## config.mk

```make
export PLATFORM = sky130hd
export DESIGN_NAME = lcdt_ram
export DESIGN_NICKNAME = d
export VERILOG_FILES = /design/src/rtl/lcdt_ram.sv
export SDC_FILE = /design/constraint.sdc
export NUM_CORES = 1
export LEC_CHECK = 0
export BUFFER_PORTS_ARGS = -buffer_cell sky130_fd_sc_hd__buf_2
export CAP_MARGIN = 20
export CORE_MARGIN = 2
export CORE_UTILIZATION = 45
export CTS_CLUSTER_DIAMETER = 150
export DETAILED_ROUTE_END_ITERATION = 16
export HOLD_SLACK_MARGIN = 0.02
export SLEW_MARGIN = 20
export SYNTH_ARGS = -nofsm -noshare
export SYNTH_HDL_FRONTEND = slang
export SYNTH_SLANG_ARGS = --single-unit
```

## constraint.sdc

```tcl
create_clock -name i_clk -period 2.6 [get_ports i_clk]
set_input_delay 0.52 -clock i_clk [delete_from_list [all_inputs] [get_ports i_clk]]
set_output_delay 0.52 -clock i_clk [all_outputs]
set_load 0.03 [all_outputs]
```

## src/rtl/lcdt_ram.sv

```systemverilog
// Generic single-write, single-read RAM with registered read data.
module lcdt_ram #(
    parameter int WIDTH = 8,
    parameter int DEPTH = 16
) (
    input  logic                                  i_clk,
    input  logic                                  i_we,
    input  logic [((DEPTH > 1) ? $clog2(DEPTH) : 1)-1:0] i_waddr,
    input  logic [WIDTH-1:0]                      i_wdata,
    input  logic [((DEPTH > 1) ? $clog2(DEPTH) : 1)-1:0] i_raddr,
    output logic [WIDTH-1:0]                      o_rdata
);

    logic [WIDTH-1:0] r_mem [DEPTH];
    logic [WIDTH-1:0] r_rdata;

    always_ff @(posedge i_clk) begin
        if (i_we) begin
            r_mem[i_waddr] <= i_wdata;
        end
        r_rdata <= r_mem[i_raddr];
    end

    assign o_rdata = r_rdata;

endmodule

```

### After elaboration in Yosys (flattened, before gate mapping)

Memories as Yosys holds them, arrays and structs flattened. A register that Yosys moved wholly into a read port is not among the register bits.
Index checks and enable logic that the tools add are counted.

* word-level logic and storage cells: 3
* output and inout bits: 8
* input port bits: 18
* memories kept: 1
* bits in registers: 0
* memory bits (writable): 128

* multiplexer cells: 2

Memory list
* r_mem: words 16, bits a word 8, rd ports 1, clocked after Yosys merged registers in 1, write ports 1, line 14 `logic [WIDTH-1:0] r_mem [DEPTH];`

Operator list (number)
* 2-to-1 mux 1 bit: 2

### Depth between registers and ports, before layout

* depth after elaboration: 2
* depth in mapped cells: 5
* mapped depth without buffers: 3

### Worst setup path before layout

Ideal clock, no wire load.

* path kind: in2reg
* start: in i_waddr[2] (netlist name)
* end: mem r_mem[0][0] (enable)
* data required time: 2.217 ns
* setup slack: 0.587 ns
* arrival: 1.630 ns
* stages: 2
* buffers on the path: 0
* library setup time: 0.383 ns
* path through: or3b_2 nor3_1

RTL lines
* start: declaration: line 8 `input logic [((DEPTH > 1) ? $clog2(DEPTH) : 1)-1:0] i_waddr,`
* end: declaration: line 14

Straight into the memory's write port.

==> results.toml <==
[clock_tree]
clk_root_buf = "sky130_fd_sc_hd__clkbuf_16"
cts.repair.resized = 0
cts_setup_buffers = 0
cts_buffer_depth = 2
tritoncts_clock_tree = "done"
cts.hold.buffers_added = 0
cts.sinks = 136
clock_insertion_delay_worst_skew_ns = 0.40
cts_bufs_inserted = 17
cts.clk_slew.worst_paths_ns = 0.06
ctsHtreeMaxLevel = 4

[worst_hold_path]
timing.hold.worst.class = "in2reg"

[sta]
final_period_minus_worst_setup_slack_ns = 1.72
timing.setup.tns_ns = 0
grt_setup_unrepaired = "false"
tightestPinTransition_ns = 0.677
worst_slack_ns = 0.879
report.final.slew_viol_count = 0
finalSetupViolations = 0
max_freq_ghz = 0.581
relSlewSlack_pct = 54.8
layout_worst_path_cycle_share_pct = 66.2
fin_skew_ns = 0.00441
hold_slack_ns = 0.495
final-hold-violation-count = 0

[critical_path]
critPathLaunchType = "input pin"
critical_path.endpoint_type = "flip-flop"
crit_slowest_cell = "sky130_fd_sc_hd__mux4_1"
critPathMaxFanout = 16
crit_chain = "buf_2, buf_12, mux4_1, a22oi_1, nand2_1"
worst_path_largest_cell_delay_ns = 0.58
critical_path_arrival_ns = 2.00
cp.required_ns = 2.88
critPathKind = "in2reg"

[synth]
synthCells = 229
dominantRegCellSynth = "sky130_fd_sc_hd__edfxtp_1"
synth-edff-count = 128
yosysUniqueCellTypes = 19
postSynthNetCount = 247
avgSynthCellArea_sq_um = 22.5
yosysTopAreaCellShare_pct = 74.7
netlist_top_cells_area = "sky130_fd_sc_hd__edfxtp_1 (75%), sky130_fd_sc_hd__mux4_2 (7.9%), sky130_fd_sc_hd__mux4_1 (7.1%), sky130_fd_sc_hd__dfxtp_1 (3.1%), sky130_fd_sc_hd__a22oi_1 (2.3%)"
yosys_warnings = 0
syn-cell-area_sq_um = 5150
sequential_fraction_of_the_synthesis_area_pct = 77.8
synthDominantAreaCellType = "sky130_fd_sc_hd__edfxtp_1"
post-synth-top-count-cell = "sky130_fd_sc_hd__edfxtp_1"
synth_common_cells = "sky130_fd_sc_hd__edfxtp_1 (128), sky130_fd_sc_hd__mux4_2 (18), sky130_fd_sc_hd__a22oi_1 (16)"
postSynthRegisterBits = 136
postSynth.asyncResetShare_pct = 0

[layout]
fillers = 833
drive_gt1_share_pct = 31.6
layout.nets = 303
syn2layout_area_growth_pct = 20.0
n_antenna_cell = 0

[global_route]
vias_in_the_first_global_route = 2579
global_route.overflow_total = 0
grt_max_degree = 22
grt_use_total_pct = 16.8
grt_first_pass_wirelength_mm = 14.8
number_of_antenna_violations_at_the_first_check_in_global_routing = 0

[die]
initial_utilization_pct = 45.7
die_x_um = 111
die_height_um = 111
design.portCount = 26
full_die_area_sq_um = 12300
floorplan.rows = 39
core_area_sq_um = 11300

[detailed_routing]
post-route-drc-count = 0
drt-total-wl_mm = 9.59
dr.first_iter.drc_count = 210
routed-via-count = 2411
via_count_normalized_by_instance_count = 5.48
ant_nets = 0
post_drt_wl_per_cell_um = 21.8
dr.pass1.iters = 4

[placed_design]
port-buffer-count = 25
gp_routability_congestion = 0.771
place_worst_setup_slack_ns = 0.438
place_hpwl_mm = 6.39

[power_and_ir_drop]
share_clk_of_total_power_pct = 47.7
seq_power_share_pct = 47.5
power_per_unit_of_standard_cell_area_nw_per_um2 = 842
switching_power_uw = 977
combinationalPowerShare_pct = 4.9
leakage_nw = 2.12
internal-power_mw = 4.23
power.ir.vdd_worst_uv = 499
power.share.switching_pct = 18.8
total_power_mw = 5.20

[status]
run_status = "complete, no violations"

[flow_run]
cap_viol_max_count = 0
layout by cell type (no fill, tap or decap), drive strengths merged:
cell      instances
nor2             13
mux4             32
nand2b            2
a22oi            16
and2              1
clkbuf           23
nor3              4
edfxtp          128
nand3             1
dfxtp             8
nand2             9
clkinv            2
buf              47
bufinv            4
nand3b            2
or3b              1
and2b             1
nor2b             1
clkinvlp          2
worst max-delay path, delay by kind of cell:
family	cells	cell delay, ns
simple gates	1	0.08
mux	1	0.58
compound gates	1	0.34
buf+inv	2	0.47
registers in the layout (all words and copies together), names as in the netlist:
name	count
r_mem	128
o_rdata	8
power groups by stage:
stage / clock network, mW / registers, mW / logic (mW)
floorplan: 0 / 2.54 / 0.124
global placement: 0 / 2.51 / 0.254
detailed placement: 0 / 2.51 / 0.257
CTS: 2.52 / 2.47 / 0.258
global route: 2.62 / 2.47 / 0.277
finish: 2.48 / 2.47 / 0.253
area by class of cell:
cell class / instances / area [sq um] / area share [%]
clock buffers: 23 / 478 / 7.74
clock inverters: 8 / 145 / 2.35
multi-input cells: 83 / 1060 / 17.1
flip-flops and latches: 136 / 4000 / 64.8
well taps: 143 / 179 / 2.90
repair buffers: 47 / 315 / 5.10
worst paths after layout:
check	cells after the start	end	slack, ns	start
min reg2reg	3	o_rdata[4]	0.67	r_mem[8][4]
min	1	r_mem[7][4]	0.50	i_wdata[4]
max reg2reg	3	o_rdata[1]	1.20	r_mem[9][1]
max	5	o_rdata[1]	0.88	i_raddr[0]
through the flow:
stage                     instances  util, %  cell area [sq um]
after floorplan                 229        -               5150
after global placement          409     49.3               5560
after detailed placement        409     49.3               5560
after CTS                       440     54.8               6180
after global routing            440     54.8               6180
final                           440     54.8               6180
per-layer routing:
layer,global-route usage (%),up-vias,routed length (um)
li1,-,1086,-
met1,22.9,1239,4150
met2,26.7,86,4770
met3,4.26,0,673
met4,5.75,0,0
met5,0,-,0
cells by family (layout without fill, tap and decap cells):
family	after synthesis	after routing	synth area share [%]
buffers and inverters	10	78	1.68
muxes	32	32	15.0
DFF	136	136	77.8
and+or+nand+nor	35	35	3.18
AOI/OAI and AO/OA	16	16	2.33
Note: power is estimated with default switching activity, not from simulation.
